--- src/mfs_pkg.sv ---
// Types, codes and helper functions of the multilevel feedback scheduler.
package mfs_pkg;

   localparam int NUM_PROCS_DEF  = 64;
   localparam int NUM_LEVELS_DEF = 8;

   localparam int PID_W      = 6;
   localparam int PRIO_W     = 7;
   localparam int LVL_W      = 3;
   localparam int TIME_W     = 10;
   localparam int IO_W       = 3;
   localparam int Q_W        = 8;
   localparam int TICK_W     = 16;
   localparam int CSR_IDX_W  = 3;
   localparam int CSR_DATA_W = 32;

   localparam logic [2:0] FUNC_ENQUEUE = 3'd0;
   localparam logic [2:0] FUNC_DEQUEUE = 3'd1;
   localparam logic [2:0] FUNC_TICK    = 3'd2;
   localparam logic [2:0] FUNC_YIELD   = 3'd3;
   localparam logic [2:0] FUNC_PREEMPT = 3'd4;
   localparam logic [2:0] FUNC_IO_DONE = 3'd5;

   localparam logic [1:0] STATUS_DONE     = 2'd0;
   localparam logic [1:0] STATUS_IGNORED  = 2'd1;
   localparam logic [1:0] STATUS_NO_BONUS = 2'd2;

   localparam logic [CSR_IDX_W-1:0] CSR_QUANTA_LOW     = 3'd0;
   localparam logic [CSR_IDX_W-1:0] CSR_QUANTA_HIGH    = 3'd1;
   localparam logic [CSR_IDX_W-1:0] CSR_BOOST_INTERVAL = 3'd2;
   localparam logic [CSR_IDX_W-1:0] CSR_BOOST_ENABLE   = 3'd3;
   localparam logic [CSR_IDX_W-1:0] CSR_IO_BONUS_EN    = 3'd4;
   localparam logic [CSR_IDX_W-1:0] CSR_IO_BONUS_LVLS  = 3'd5;

   localparam logic [31:0] QUANTA_LOW_RST  = 32'd268960770;
   localparam logic [31:0] QUANTA_HIGH_RST = 32'd4286595104;
   localparam logic [15:0] BOOST_INT_RST   = 16'd1000;

   localparam logic [PRIO_W-1:0] PRIO_HIGH = 7'd75;
   localparam logic [PRIO_W-1:0] PRIO_MID  = 7'd50;
   localparam logic [PRIO_W-1:0] PRIO_LOW  = 7'd25;

   localparam logic [IO_W-1:0]   IO_MAX           = 3'd7;
   localparam logic [IO_W-1:0]   YIELD_PROMOTE_IO = 3'd5;
   localparam logic [IO_W-1:0]   IODONE_PROMOTE   = 3'd3;
   localparam logic [TIME_W-1:0] TIME_MAX         = 10'd1023;
   localparam logic [TICK_W-1:0] TICK_MAX         = 16'hFFFF;

   typedef struct packed {
      logic [LVL_W-1:0]  lvl;
      logic [TIME_W-1:0] used;
      logic [IO_W-1:0]   io;
   } rec_type;

   typedef enum logic [3:0] {
      S_IDLE,
      S_START,
      S_EVAL,
      S_UNLINK,
      S_APPEND,
      S_LINK,
      S_TICKB,
      S_BOOST,
      S_SCHED,
      S_LVL,
      S_OUT
   } state_type;

   function automatic logic [Q_W-1:0] quantum_of(input logic [31:0] lo,
                                                 input logic [31:0] hi,
                                                 input logic [LVL_W-1:0] lvl);
      logic [31:0] w;
      w = lvl[2] ? hi : lo;
      return Q_W'(w >> {lvl[1:0], 3'b000});
   endfunction

   function automatic logic [LVL_W-1:0] level_for_prio(input logic [PRIO_W-1:0] prio);
      logic [LVL_W-1:0] l;
      if (prio >= PRIO_HIGH) l = 3'd0;
      else if (prio >= PRIO_MID) l = 3'd2;
      else if (prio >= PRIO_LOW) l = 3'd4;
      else l = 3'd6;
      return l;
   endfunction

endpackage

--- src/multilevel_feedback_scheduler.sv ---
// Multilevel feedback scheduler: linked per-level FIFOs walked by one sequencer.
//
//   channel | direction | handshake            | payload
//   req     | in        | req_valid/req_ready  | req_func, req_pid, req_priority_req
//   rsp     | out       | rsp_valid/rsp_ready  | pick, switched, resched, boosted, level, status
//   csr     | in        | csr_valid/csr_ready  | csr_index, csr_data (always ready)
//
// One item at a time: req_ready is high only while the sequencer idles.
// Each move (read, unlink, append, tail link) passes through the link memories,
// which have one read and one write port each; a boosting tick moves the entries
// of levels 1 and up to level 0 one at a time, head first.
// Reset (synchronous, active high) empties all levels at once; no clearing pass.
// The result register lets the next item enter while a result waits on rsp_ready.
module multilevel_feedback_scheduler
   import mfs_pkg::*;
#(
   parameter int NUM_PROCS  = NUM_PROCS_DEF,
   parameter int NUM_LEVELS = NUM_LEVELS_DEF
) (
   input  logic                   clock,
   input  logic                   reset,
   input  logic                   req_valid,
   output logic                   req_ready,
   input  logic [2:0]             req_func,
   input  logic [PID_W-1:0]       req_pid,
   input  logic [PRIO_W-1:0]      req_priority_req,
   output logic                   rsp_valid,
   input  logic                   rsp_ready,
   output logic signed [6:0]      rsp_pick_pid,
   output logic                   rsp_switched,
   output logic                   rsp_resched,
   output logic                   rsp_boosted,
   output logic signed [3:0]      rsp_pid_level,
   output logic [1:0]             rsp_status,
   input  logic                   csr_valid,
   output logic                   csr_ready,
   input  logic [CSR_IDX_W-1:0]   csr_index,
   input  logic [CSR_DATA_W-1:0]  csr_data
);

   localparam int PW = (NUM_PROCS > 1) ? $clog2(NUM_PROCS) : 1;
   localparam int KW = $clog2(NUM_PROCS + 1);
   localparam logic [KW-1:0] NIL = KW'(NUM_PROCS);

   // configuration
   logic [31:0]       quanta_lo_ff, quanta_hi_ff;
   logic [15:0]       binterval_ff;
   logic              benable_ff, ioen_ff;
   logic [2:0]        iolevels_ff;

   // sequencer and item context
   state_type         state_ff, state_in;
   logic [2:0]        func_ff, func_in;
   logic [PID_W-1:0]  pid_ff, pid_in;
   logic [PRIO_W-1:0] prio_ff, prio_in;
   logic [PW-1:0]     p_ff, p_in;
   logic [PW-1:0]     t_ff, t_in;
   rec_type           nrec_ff, nrec_in;
   logic              boosting_ff, boosting_in;
   logic              lvl_ok_ff, lvl_ok_in;
   logic [1:0]        status_ff, status_in;
   logic              sw_ff, sw_in, rs_ff, rs_in, bo_ff, bo_in;

   // scheduler state
   logic [PID_W-1:0]  running_ff, running_in;
   logic              tracked_ff, tracked_in;
   logic [TICK_W-1:0] slice_ff, slice_in;
   logic [TICK_W-1:0] bticks_ff, bticks_in;
   logic [KW-1:0]     head_ff [NUM_LEVELS];
   logic [KW-1:0]     head_in [NUM_LEVELS];
   logic [KW-1:0]     tail_ff [NUM_LEVELS];
   logic [KW-1:0]     tail_in [NUM_LEVELS];
   logic [NUM_PROCS-1:0] valid_ff, valid_in;

   // entry memories
   rec_type           rec_mem  [NUM_PROCS];
   logic [KW-1:0]     next_mem [NUM_PROCS];
   logic [KW-1:0]     prev_mem [NUM_PROCS];
   rec_type           rd_rec_ff;
   logic [KW-1:0]     rd_next_ff, rd_prev_ff;
   logic              rd_en;
   logic [PW-1:0]     rd_addr;
   logic              rec_we, nxt_we, prv_we;
   logic [PW-1:0]     rec_wa, nxt_wa, prv_wa;
   rec_type           rec_wd;
   logic [KW-1:0]     nxt_wd, prv_wd;

   // result register
   logic              rsp_valid_ff, rsp_valid_in;
   logic signed [6:0] rsp_pick_ff, rsp_pick_in;
   logic              rsp_sw_ff, rsp_sw_in, rsp_rs_ff, rsp_rs_in, rsp_bo_ff, rsp_bo_in;
   logic signed [3:0] rsp_lvl_ff, rsp_lvl_in;
   logic [1:0]        rsp_status_ff, rsp_status_in;

   // shared arithmetic on the entry just read
   logic [Q_W-1:0]    quantum;
   logic [TIME_W:0]   used_sum;
   logic [TIME_W-1:0] used_sat;
   logic [IO_W-1:0]   io_inc;
   logic [LVL_W-1:0]  bonus_lvl;
   logic [TICK_W:0]   bticks_inc;

   // head pick and boost scan
   logic              pick_found, boost_found;
   logic [KW-1:0]     pick_ptr, boost_ptr;

   logic              pid_ok, present, run_ok, run_live;
   logic [PW-1:0]     pidx, ridx;
   state_type         after_move;

   assign req_ready     = (state_ff == S_IDLE);
   assign csr_ready     = 1'b1;
   assign rsp_valid     = rsp_valid_ff;
   assign rsp_pick_pid  = rsp_pick_ff;
   assign rsp_switched  = rsp_sw_ff;
   assign rsp_resched   = rsp_rs_ff;
   assign rsp_boosted   = rsp_bo_ff;
   assign rsp_pid_level = rsp_lvl_ff;
   assign rsp_status    = rsp_status_ff;

   assign pidx     = PW'(pid_ff);
   assign ridx     = PW'(running_ff);
   assign pid_ok   = int'(pid_ff) < NUM_PROCS;
   assign run_ok   = int'(running_ff) < NUM_PROCS;
   assign present  = pid_ok && valid_ff[pidx];
   assign run_live = tracked_ff && run_ok && valid_ff[ridx];

   assign quantum    = quantum_of(quanta_lo_ff, quanta_hi_ff, rd_rec_ff.lvl);
   assign used_sum   = {1'b0, rd_rec_ff.used} + (TIME_W + 1)'(quantum);
   assign used_sat   = (used_sum > {1'b0, TIME_MAX}) ? TIME_MAX : used_sum[TIME_W-1:0];
   assign io_inc     = (rd_rec_ff.io == IO_MAX) ? IO_MAX : rd_rec_ff.io + 3'd1;
   assign bonus_lvl  = (rd_rec_ff.lvl > iolevels_ff) ? rd_rec_ff.lvl - iolevels_ff : 3'd0;
   assign bticks_inc = {1'b0, bticks_ff} + 17'd1;

   // Lowest non-empty level wins; the boost scan skips level 0.
   always_comb begin
      pick_found  = 1'b0;
      pick_ptr    = NIL;
      boost_found = 1'b0;
      boost_ptr   = NIL;
      for (int l = NUM_LEVELS - 1; l >= 0; l--) begin
         if (head_ff[l] != NIL) begin
            pick_found = 1'b1;
            pick_ptr   = head_ff[l];
            if (l > 0) begin
               boost_found = 1'b1;
               boost_ptr   = head_ff[l];
            end
         end
      end
   end

   // Where a finished move goes next.
   always_comb begin
      if (boosting_ff) after_move = S_BOOST;
      else if (func_ff == FUNC_YIELD || func_ff == FUNC_PREEMPT) after_move = S_SCHED;
      else after_move = S_LVL;
   end

   always_comb begin
      state_in      = state_ff;
      func_in       = func_ff;
      pid_in        = pid_ff;
      prio_in       = prio_ff;
      p_in          = p_ff;
      t_in          = t_ff;
      nrec_in       = nrec_ff;
      boosting_in   = boosting_ff;
      lvl_ok_in     = lvl_ok_ff;
      status_in     = status_ff;
      sw_in         = sw_ff;
      rs_in         = rs_ff;
      bo_in         = bo_ff;
      running_in    = running_ff;
      tracked_in    = tracked_ff;
      slice_in      = slice_ff;
      bticks_in     = bticks_ff;
      head_in       = head_ff;
      tail_in       = tail_ff;
      valid_in      = valid_ff;
      rd_en         = 1'b0;
      rd_addr       = p_ff;
      rec_we        = 1'b0;
      rec_wa        = p_ff;
      rec_wd        = nrec_ff;
      nxt_we        = 1'b0;
      nxt_wa        = p_ff;
      nxt_wd        = NIL;
      prv_we        = 1'b0;
      prv_wa        = p_ff;
      prv_wd        = NIL;
      rsp_valid_in  = rsp_valid_ff;
      rsp_pick_in   = rsp_pick_ff;
      rsp_sw_in     = rsp_sw_ff;
      rsp_rs_in     = rsp_rs_ff;
      rsp_bo_in     = rsp_bo_ff;
      rsp_lvl_in    = rsp_lvl_ff;
      rsp_status_in = rsp_status_ff;

      if (rsp_valid_ff && rsp_ready) rsp_valid_in = 1'b0;

      case (state_ff)
         S_IDLE: begin
            if (req_valid) begin
               func_in     = req_func;
               pid_in      = req_pid;
               prio_in     = req_priority_req;
               p_in        = PW'(req_pid);
               boosting_in = 1'b0;
               status_in   = STATUS_DONE;
               sw_in       = 1'b0;
               rs_in       = 1'b0;
               bo_in       = 1'b0;
               state_in    = S_START;
            end
         end

         S_START: begin
            case (func_ff)
               FUNC_ENQUEUE: begin
                  if (present || !pid_ok) begin
                     status_in = STATUS_IGNORED;
                     state_in  = S_LVL;
                  end else begin
                     valid_in[pidx] = 1'b1;
                     nrec_in        = '{lvl: level_for_prio(prio_ff), used: '0, io: '0};
                     state_in       = S_APPEND;
                  end
               end
               FUNC_DEQUEUE: begin
                  if (!present) begin
                     status_in = STATUS_IGNORED;
                     state_in  = S_LVL;
                  end else begin
                     if (tracked_ff && running_ff == pid_ff) tracked_in = 1'b0;
                     rd_en    = 1'b1;
                     state_in = S_EVAL;
                  end
               end
               FUNC_TICK: begin
                  if (slice_ff != TICK_MAX) slice_in = slice_ff + 16'd1;
                  if (run_live) begin
                     rd_en    = 1'b1;
                     rd_addr  = ridx;
                     state_in = S_EVAL;
                  end else begin
                     state_in = S_TICKB;
                  end
               end
               FUNC_YIELD, FUNC_PREEMPT: begin
                  if (run_live) begin
                     p_in     = ridx;
                     rd_en    = 1'b1;
                     rd_addr  = ridx;
                     state_in = S_EVAL;
                  end else begin
                     state_in = S_SCHED;
                  end
               end
               FUNC_IO_DONE: begin
                  if (!ioen_ff) begin
                     status_in = STATUS_NO_BONUS;
                     state_in  = S_LVL;
                  end else if (!present) begin
                     status_in = STATUS_IGNORED;
                     state_in  = S_LVL;
                  end else begin
                     rd_en    = 1'b1;
                     state_in = S_EVAL;
                  end
               end
               default: begin
                  status_in = STATUS_IGNORED;
                  state_in  = S_LVL;
               end
            endcase
         end

         // Entry record and links of p (of the running entry on a tick) are in the read registers now.
         S_EVAL: begin
            rec_wd = rd_rec_ff;
            if (boosting_ff) begin
               nrec_in  = '{lvl: '0, used: '0, io: rd_rec_ff.io};
               state_in = S_UNLINK;
            end else begin
               case (func_ff)
                  FUNC_DEQUEUE: state_in = S_UNLINK;
                  FUNC_TICK: begin
                     rs_in    = slice_ff >= TICK_W'(quantum);
                     state_in = S_TICKB;
                  end
                  FUNC_YIELD: begin
                     if (ioen_ff && io_inc > YIELD_PROMOTE_IO) begin
                        if (rd_rec_ff.lvl != 3'd0) begin
                           nrec_in  = '{lvl: rd_rec_ff.lvl - 3'd1, used: '0, io: '0};
                           state_in = S_UNLINK;
                        end else begin
                           rec_we   = 1'b1;
                           rec_wd   = '{lvl: rd_rec_ff.lvl, used: '0, io: '0};
                           state_in = S_SCHED;
                        end
                     end else begin
                        rec_we   = 1'b1;
                        rec_wd   = '{lvl: rd_rec_ff.lvl, used: '0, io: io_inc};
                        state_in = S_SCHED;
                     end
                  end
                  FUNC_PREEMPT: begin
                     if (used_sat >= {1'b0, quantum, 1'b0}) begin
                        if (int'(rd_rec_ff.lvl) >= NUM_LEVELS - 1) begin
                           // top level: stay in place, start the charge over
                           rec_we   = 1'b1;
                           rec_wd   = '{lvl: rd_rec_ff.lvl, used: '0, io: rd_rec_ff.io};
                           state_in = S_SCHED;
                        end else begin
                           nrec_in  = '{lvl: rd_rec_ff.lvl + 3'd1, used: '0,
                                        io: rd_rec_ff.io};
                           state_in = S_UNLINK;
                        end
                     end else begin
                        // requeue at the tail of its own level
                        nrec_in  = '{lvl: rd_rec_ff.lvl, used: used_sat, io: rd_rec_ff.io};
                        state_in = S_UNLINK;
                     end
                  end
                  FUNC_IO_DONE: begin
                     if (io_inc > IODONE_PROMOTE && rd_rec_ff.lvl != 3'd0) begin
                        if (iolevels_ff != 3'd0) begin
                           nrec_in  = '{lvl: bonus_lvl, used: '0, io: '0};
                           state_in = S_UNLINK;
                        end else begin
                           rec_we   = 1'b1;
                           rec_wd   = '{lvl: rd_rec_ff.lvl, used: rd_rec_ff.used, io: '0};
                           state_in = S_LVL;
                        end
                     end else begin
                        rec_we   = 1'b1;
                        rec_wd   = '{lvl: rd_rec_ff.lvl, used: rd_rec_ff.used, io: io_inc};
                        state_in = S_LVL;
                     end
                  end
                  default: state_in = S_LVL;
               endcase
            end
         end

         // Splice p out: the neighbors point past it, or head and tail move.
         S_UNLINK: begin
            if (rd_prev_ff != NIL) begin
               nxt_we = 1'b1;
               nxt_wa = PW'(rd_prev_ff);
               nxt_wd = rd_next_ff;
            end else begin
               head_in[rd_rec_ff.lvl] = rd_next_ff;
            end
            if (rd_next_ff != NIL) begin
               prv_we = 1'b1;
               prv_wa = PW'(rd_next_ff);
               prv_wd = rd_prev_ff;
            end else begin
               tail_in[rd_rec_ff.lvl] = rd_prev_ff;
            end
            if (func_ff == FUNC_DEQUEUE && !boosting_ff) begin
               valid_in[p_ff] = 1'b0;
               state_in       = S_LVL;
            end else begin
               state_in = S_APPEND;
            end
         end

         // Hang p on the tail of its new level.
         S_APPEND: begin
            rec_we = 1'b1;
            rec_wd = nrec_ff;
            nxt_we = 1'b1;
            nxt_wd = NIL;
            prv_we = 1'b1;
            prv_wd = tail_ff[nrec_ff.lvl];
            tail_in[nrec_ff.lvl] = KW'(p_ff);
            if (tail_ff[nrec_ff.lvl] == NIL) begin
               head_in[nrec_ff.lvl] = KW'(p_ff);
               state_in = after_move;
            end else begin
               t_in     = PW'(tail_ff[nrec_ff.lvl]);
               state_in = S_LINK;
            end
         end

         S_LINK: begin
            nxt_we   = 1'b1;
            nxt_wa   = t_ff;
            nxt_wd   = KW'(p_ff);
            state_in = after_move;
         end

         S_TICKB: begin
            state_in = S_LVL;
            if (benable_ff) begin
               if (bticks_inc >= {1'b0, binterval_ff}) begin
                  bticks_in   = '0;
                  bo_in       = 1'b1;
                  boosting_in = 1'b1;
                  state_in    = S_BOOST;
               end else begin
                  bticks_in = bticks_inc[TICK_W-1:0];
               end
            end
         end

         // Drain levels 1 and up into level 0, head first.
         S_BOOST: begin
            if (boost_found) begin
               p_in     = PW'(boost_ptr);
               rd_en    = 1'b1;
               rd_addr  = PW'(boost_ptr);
               state_in = S_EVAL;
            end else begin
               boosting_in = 1'b0;
               state_in    = S_LVL;
            end
         end

         S_SCHED: begin
            tracked_in = 1'b0;
            if (pick_found) begin
               sw_in      = PID_W'(pick_ptr) != running_ff;
               running_in = PID_W'(pick_ptr);
               tracked_in = 1'b1;
               slice_in   = '0;
            end
            state_in = S_LVL;
         end

         S_LVL: begin
            lvl_ok_in = present;
            rd_en     = 1'b1;
            rd_addr   = pidx;
            state_in  = S_OUT;
         end

         S_OUT: begin
            if (!rsp_valid_ff || rsp_ready) begin
               rsp_valid_in  = 1'b1;
               rsp_pick_in   = pick_found ? 7'(pick_ptr) : -7'sd1;
               rsp_sw_in     = sw_ff;
               rsp_rs_in     = rs_ff;
               rsp_bo_in     = bo_ff;
               rsp_lvl_in    = lvl_ok_ff ? $signed({1'b0, rd_rec_ff.lvl}) : -4'sd1;
               rsp_status_in = status_ff;
               state_in      = S_IDLE;
            end
         end

         default: state_in = S_IDLE;
      endcase
   end

   // Memories: one registered read and one write port each.
   always_ff @(posedge clock) begin
      if (rd_en) begin
         rd_rec_ff  <= rec_mem[rd_addr];
         rd_next_ff <= next_mem[rd_addr];
         rd_prev_ff <= prev_mem[rd_addr];
      end
      if (rec_we) rec_mem[rec_wa] <= rec_wd;
      if (nxt_we) next_mem[nxt_wa] <= nxt_wd;
      if (prv_we) prev_mem[prv_wa] <= prv_wd;
   end

   // Item context and payload registers hold without reset.
   always_ff @(posedge clock) begin
      func_ff       <= func_in;
      pid_ff        <= pid_in;
      prio_ff       <= prio_in;
      p_ff          <= p_in;
      t_ff          <= t_in;
      nrec_ff       <= nrec_in;
      lvl_ok_ff     <= lvl_ok_in;
      status_ff     <= status_in;
      sw_ff         <= sw_in;
      rs_ff         <= rs_in;
      bo_ff         <= bo_in;
      rsp_pick_ff   <= rsp_pick_in;
      rsp_sw_ff     <= rsp_sw_in;
      rsp_rs_ff     <= rsp_rs_in;
      rsp_bo_ff     <= rsp_bo_in;
      rsp_lvl_ff    <= rsp_lvl_in;
      rsp_status_ff <= rsp_status_in;
   end

   always_ff @(posedge clock) begin
      if (reset) begin
         state_ff     <= S_IDLE;
         boosting_ff  <= 1'b0;
         running_ff   <= '0;
         tracked_ff   <= 1'b0;
         slice_ff     <= '0;
         bticks_ff    <= '0;
         valid_ff     <= '0;
         rsp_valid_ff <= 1'b0;
         for (int l = 0; l < NUM_LEVELS; l++) begin
            head_ff[l] <= NIL;
            tail_ff[l] <= NIL;
         end
      end else begin
         state_ff     <= state_in;
         boosting_ff  <= boosting_in;
         running_ff   <= running_in;
         tracked_ff   <= tracked_in;
         slice_ff     <= slice_in;
         bticks_ff    <= bticks_in;
         valid_ff     <= valid_in;
         rsp_valid_ff <= rsp_valid_in;
         head_ff      <= head_in;
         tail_ff      <= tail_in;
      end
   end

   // Configuration writes; an unknown index is dropped.
   always_ff @(posedge clock) begin
      if (reset) begin
         quanta_lo_ff <= QUANTA_LOW_RST;
         quanta_hi_ff <= QUANTA_HIGH_RST;
         binterval_ff <= BOOST_INT_RST;
         benable_ff   <= 1'b1;
         ioen_ff      <= 1'b1;
         iolevels_ff  <= 3'd1;
      end else if (csr_valid) begin
         case (csr_index)
            CSR_QUANTA_LOW:     quanta_lo_ff <= csr_data;
            CSR_QUANTA_HIGH:    quanta_hi_ff <= csr_data;
            CSR_BOOST_INTERVAL: binterval_ff <= csr_data[15:0];
            CSR_BOOST_ENABLE:   benable_ff   <= csr_data[0];
            CSR_IO_BONUS_EN:    ioen_ff      <= csr_data[0];
            CSR_IO_BONUS_LVLS:  iolevels_ff  <= csr_data[2:0];
            default: ;
         endcase
      end
   end

endmodule

--- config.mk ---
export PLATFORM = sky130hd
export DESIGN_NAME = multilevel_feedback_scheduler
export DESIGN_NICKNAME = d
export VERILOG_FILES = /design/src/mfs_pkg.sv /design/src/multilevel_feedback_scheduler.sv
export SDC_FILE = /design/constraint.sdc
export NUM_CORES = 2
export LEC_CHECK = 0
export BUFFER_PORTS_ARGS = -buffer_cell sky130_fd_sc_hd__buf_4
export CAP_MARGIN = 20
export CORE_MARGIN = 3
export CORE_UTILIZATION = 45
export CTS_CLUSTER_SIZE = 40
export DETAILED_ROUTE_END_ITERATION = 10
export HOLD_SLACK_MARGIN = 0.1
export SKIP_LAST_GASP = 1
export SLEW_MARGIN = 10
export SYNTH_ARGS = -nofsm -noshare
export SYNTH_HDL_FRONTEND = slang
export SYNTH_SLANG_ARGS = --single-unit
--- constraint.sdc ---
create_clock -name clock -period 14.6 [get_ports clock]
set_clock_uncertainty 0.1 [all_clocks]
set_input_delay 2.92 -clock clock [delete_from_list [all_inputs] [get_ports clock]]
set_output_delay 2.92 -clock clock [all_outputs]
set_load 0.005 [all_outputs]
# ---- Yosys cells after proc, flatten, opt, wreduce, memory -nomap -nowiden
# Memories as Yosys holds them, arrays and structs flattened. A register that Yosys moved wholly into a read port is not among the register bits.
# Index checks and enable logic that the tools add are counted.
dict set report op_classes {
  muxes 166
  eq_ne 63
  addsub 7
  n_lt_le_gt_ge 20
  shift 1
  n_bitwise 6
  reduce_logical 56
}
# cell n
set ops {}
lappend ops {{$bwmux 56} 4}
lappend ops {{$mux 16} 14}
lappend ops {{$pmux 56 s2} 2}
lappend ops {{$mux 64} 3}
lappend ops {{$mux 56} 3}
lappend ops {{$pmux 64 s2} 1}
lappend ops {{$mux 7} 14}
lappend ops {{$mux 4} 20}
lappend ops {{$ne 7x7->1 const B} 10}
lappend ops {{$mux 13} 5}
lappend ops {{$and 64x64->64} 1}
lappend ops {{$not 64->64} 1}
lappend ops {{$or 64x64->64} 1}
lappend ops {{$pmux 16 s2} 2}
lappend ops {{$mux 6} 8}
lappend ops {{$pmux 16 s3} 1}
lappend ops {{$mux 1} 46}
lappend ops {{$pmux 4 s11} 1}
lappend ops {{$demux 7 s3} 2}
lappend ops {{$pmux 4 s5} 2}
lappend ops {{$pmux 13 s3} 1}
lappend ops {{$ne 2x2->1 const B} 18}
lappend ops {{$pmux 6 s3} 2}
lappend ops {{$mux 32} 1}
lappend ops {{65 further kinds} 156}
dict set report word_totals {
  n_memories 3
  mem_bits_rw 1920
  ff_bits 372
  inputBits 56
  out_inout_bits 19
}
# name depth width read_ports rd_clocked_by_memory_dff wr line_no
set memory_table {}
lappend memory_table {rec_mem 64 16 1 1 1 multilevel_feedback_scheduler.sv:76} ;# rec_type rec_mem [NUM_PROCS];
lappend memory_table {next_mem 64 7 1 1 1 multilevel_feedback_scheduler.sv:77} ;# logic [KW-1:0] next_mem [NUM_PROCS];
lappend memory_table {prev_mem 64 7 1 1 1 multilevel_feedback_scheduler.sv:78} ;# logic [KW-1:0] prev_mem [NUM_PROCS];

# ---- Depth between registers and ports, before layout
dict set report depth {
  depth_word 12
  mapped_depth 30
  depth_no_buf 26
}

# ---- Least setup slack after synthesis
# Ideal clock, no wire load.
dict set report synth_path {
  path_kind {register -> register}
  startpoint {register, netlist name rd_rec_ff[15]}
  endpoint {memory rec_mem[0][10] (netlist bit), data pin}
  arrival_ps 6759
  path_stages_with_launch 31
  synth_period_minus_slack_ps 7225
  n_path_buf 4
  slack_ps 7375
  required_time_ps 14134
  path_cell_list {edfxtp_1 clkbuf_1 buf_1 clkbuf_1 mux4_2 nand2_1 nand2_1 ha_1 fa_1 a21o_1 a21oi_1 o21bai_1 a21oi_1 o21bai_1 a21oi_1 nor2_1 nor2_1 ha_1 nand2b_1 a21boi_0 o21a_1 o21a_1 o21a_1 o21a_1 o21a_1 o21a_1 o21ai_0 a21o_1 o21a_1 clkbuf_1 a22o_1}
}
# item line_no
set synth_rtl {}
lappend synth_rtl {{end: declaration} multilevel_feedback_scheduler.sv:76}

==> impl_metrics.yaml <==
outcome:
  status: "completed"
cts:
  cts_buffers: 231
  cts_tree: "yes"
  root_buffer: "clkbuf_16"
  cts.sinks: 2322
  htree_levels: 4
  clock_latency_ns: 0.89
  cts_resized: 0
  post_cts_buffers: 0
  cts.reportedPaths.clkPinSlew_ns: 0.06
  clockBufferDepth: 3
  postCtsHoldBufs: 0
sta:
  max_slew_margin_pct: 17.9
  worstMarginPinSlew_ns: 1.22
  fin_crit_ns: 7.81
  hold_violations: 0
  fmax_mhz: 128
  rsz0062_at_grt: "false"
  period_share_pct: 53.5
  tns_ns: 0
  setup_viol: 0
  finalMaxSlewViolations: 0
synthesis:
  synthTopCellsByCount: "edfxtp_1 (2016), nand2_1 (1763), a21oi_1 (566), nor2_1 (429), nand3_1 (366)"
  synth_ff_type: "edfxtp_1"
  syn_inst: 7809
  synth_edf_count: 2016
  yosysTopAreaCell: "edfxtp_1"
  ys_seq_area_share_pct: 68.3
  synthArstFlopShare_pct: 0
  synth_top_area_share_pct: 62.0
  yosysMostFrequentCell: "edfxtp_1"
  netlist_area_mm2: 0.0976
  synth.distinct_cells: 85
  synthTopCellsByArea: "edfxtp_1 (62%), nand2_1 (6.8%), dfxtp_1 (6.3%)"
  yosys_warnings: 0
  syn_avg_cell_area_um2: 12.5
  syn_nets: 7917
  synth_seq_cells: 2322
layout:
  finalInstanceArea_mm2: 0.109
  syn2layout_area_growth_pct: 11.8
  finalNetCount: 7914
  instances_no_fill: 10800
  drive_above_1_share_pct: 10.8
floorplan:
  io-pin-count: 75
  die_w_um: 472
  fp.coreArea_mm2: 0.215
  die_h_um: 472
  row_count: 170
  dieArea_mm2: 0.222
  initial_core_util_pct: 45.4
setup_path:
  cp-start-kind: "register"
  worstSetupPathType: "register to register"
  cp.arrival_ns: 8.24
  end_kind: "register"
  cp_max_fo: 64
  cp.required_ns: 15.03
place:
  place_area_mm2: 0.101
  placed_cells: 10400
  hpwlAfterDp_um: 169000
  gp_congestion: 0.882
  io_buffer_count: 73
route:
  via_count: 65500
  dr.pass1.iters: 6
  drt-total-wl_um: 282000
  drc: 0
  viasPerCell: 6.04
  drtIter0Drc: 8119
  wl_per_cell_um: 26.0
  ant_nets: 0
pwr:
  p_sw_share_pct: 42.0
  combPwrFrac_pct: 44.2
  vdd_drop_max_uv: 308
  p_leak_nw: 36.4
  seq_power_share_pct: 31.2
  pwr-share-clk_pct: 24.6
  p_int_mw: 14.2
  power_density_mw_per_mm2: 225
  p_sw_mw: 10.3
grt:
  gr-total-overflow: 0
  grt_pass1_vias: 62600
  antenna_found_initial: 8
  grt_start_max_net_pins: 174
  grt_use_total_pct: 24.8
  grt_pass1_wl_um: 416000
worst_hold_path:
  hold_path_class: "register to register"
run:
  cap_violations: 0
## through the flow
step | util, % | worst slack [ns] | hold slack [ns] | power (mW)
global placement | 47.1 | 6.48 | 0.306 | 18.4
CTS | 50.7 | 6.42 | 0.321 | 24.5
detailed placement | 47.2 | 6.48 | 0.305 | 18.5
global route | 50.7 | 6.21 | 0.345 | 25.6
floorplan | - | 7.38 | 0.300 | 14.7
finish | 50.7 | 6.79 | 0.323 | 24.6
## path summary, 6_finish.rpt
kind	startpoint	to	slack (ns)	cells after the start
hold / removal	bo_ff	rsp_boosted	0.32	0
setup reg to reg	rd_rec_ff[14]	rec_mem[30][7]	6.79	27
setup / recovery	rd_rec_ff[14]	rec_mem[30][7]	6.79	27
hold reg to reg	bo_ff	rsp_boosted	0.32	0
## cell families after synthesis
logic type | synth area share, %
and+or+nand+nor | 14.0
DFF | 68.3
AOI/OAI and AO/OA | 9.58
buffers and inverters | 2.50
muxes | 4.51
adders and majority gates | 0.703
xor gates and xnor gates | 0.404
other | 0.00770
## critical path, stage by stage (launching register included)
cell and delay (ns):
edfxtp_1 0.83, inv_1 0.53, nand2_1 0.17, nand2_1 0.13
ha_1 0.24, fa_1 0.44, a21o_1 0.17, a21oi_1 0.22
o21bai_1 0.09, a21oi_1 0.22, o21bai_1 0.09, a21oi_1 0.46
nor2_1 0.17, nor2_1 0.18, ha_1 0.25, nand2b_1 0.07
a21boi_0 0.08, o21a_1 0.17, o21a_1 0.17, o21a_1 0.16
o21a_1 0.16, o21a_1 0.17, o21a_1 0.19, o21ai_0 0.24
a21o_1 0.26, o21a_1 0.48, a22o_2 0.24, buf_4 0.71
## metal layers
metal	wire length (um)	GRT usage, %	up-vias
li1	-	-	29100
met1	118000	35.8	32600
met2	128000	37.9	3243
met3	26700	4.51	512
met4	10000	8.65	2
met5	13	0	-
## sequential cells by signal, summed over array words and instances (netlist names), 7 cells and up
register,cells
binterval_ff,16
bticks_ff,16
head_ff,56
next_mem,448
nrec_ff,16
prev_mem,448
prio_ff,7
quanta_hi_ff,32
quanta_lo_ff,32
rd_next_ff,7
rd_prev_ff,7
rd_rec_ff,16
rec_mem,1024
rsp_pick_pid,7
slice_ff,16
tail_ff,56
valid_ff,64
## power by group through the flow
| stage | logic [mW] | registers (mW) | clock network (mW) |
|---|---|---|---|
| after floorplan | 6.97 | 7.70 | 0 |
| after global placement | 10.6 | 7.80 | 0 |
| after detailed placement | 10.7 | 7.80 | 0 |
| after CTS | 10.8 | 7.66 | 6.13 |
| after global routing | 11.6 | 7.67 | 6.39 |
| final | 10.8 | 7.67 | 6.05 |
## placed cells by master, fill, tap and decap left out, types with 17 or more instances in the layout
cell type	Yosys	final
clkbuf_16	0	235
a31oi_1	134	134
nor2b_1	30	28
clkinv_1	0	48
a32o_1	28	28
nand3_1	366	366
a22o_2	0	17
o21ai_1	21	21
o21bai_1	19	19
o21a_1	40	40
a221o_1	69	68
nor3_1	74	63
a22oi_1	18	18
edfxtp_1	2016	2016
clkbuf_1	319	50
and3_1	113	113
nand3b_1	33	33
o22ai_1	60	60
nor4_1	68	66
nand2_1	1763	1758
a311oi_1	92	91
clkinv_2	0	34
xnor2_1	24	24
bufinv_16	0	31
ha_1	50	50
and2_1	125	124
dfxtp_1	306	306
a21oi_1	566	563
buf_4	23	260
mux2i_1	74	74
mux4_2	153	153
nor2_1	429	424
nand2b_1	31	31
a211oi_1	125	125
o21ai_0	144	136
inv_1	65	65
mux2_2	19	19
xor2_1	21	21
## layout make-up
cell class	count	area [um2]
diodes	7	17.5
clock buffers	289	6110
clock inverters	135	1550
fillers	18300	106000
inverters	65	244
multi-input cells	4912	28800
flip-flops and latches	2322	66700
well taps	2838	3550
repair buffers	274	2150
Power figures use the tool's default switching activity.
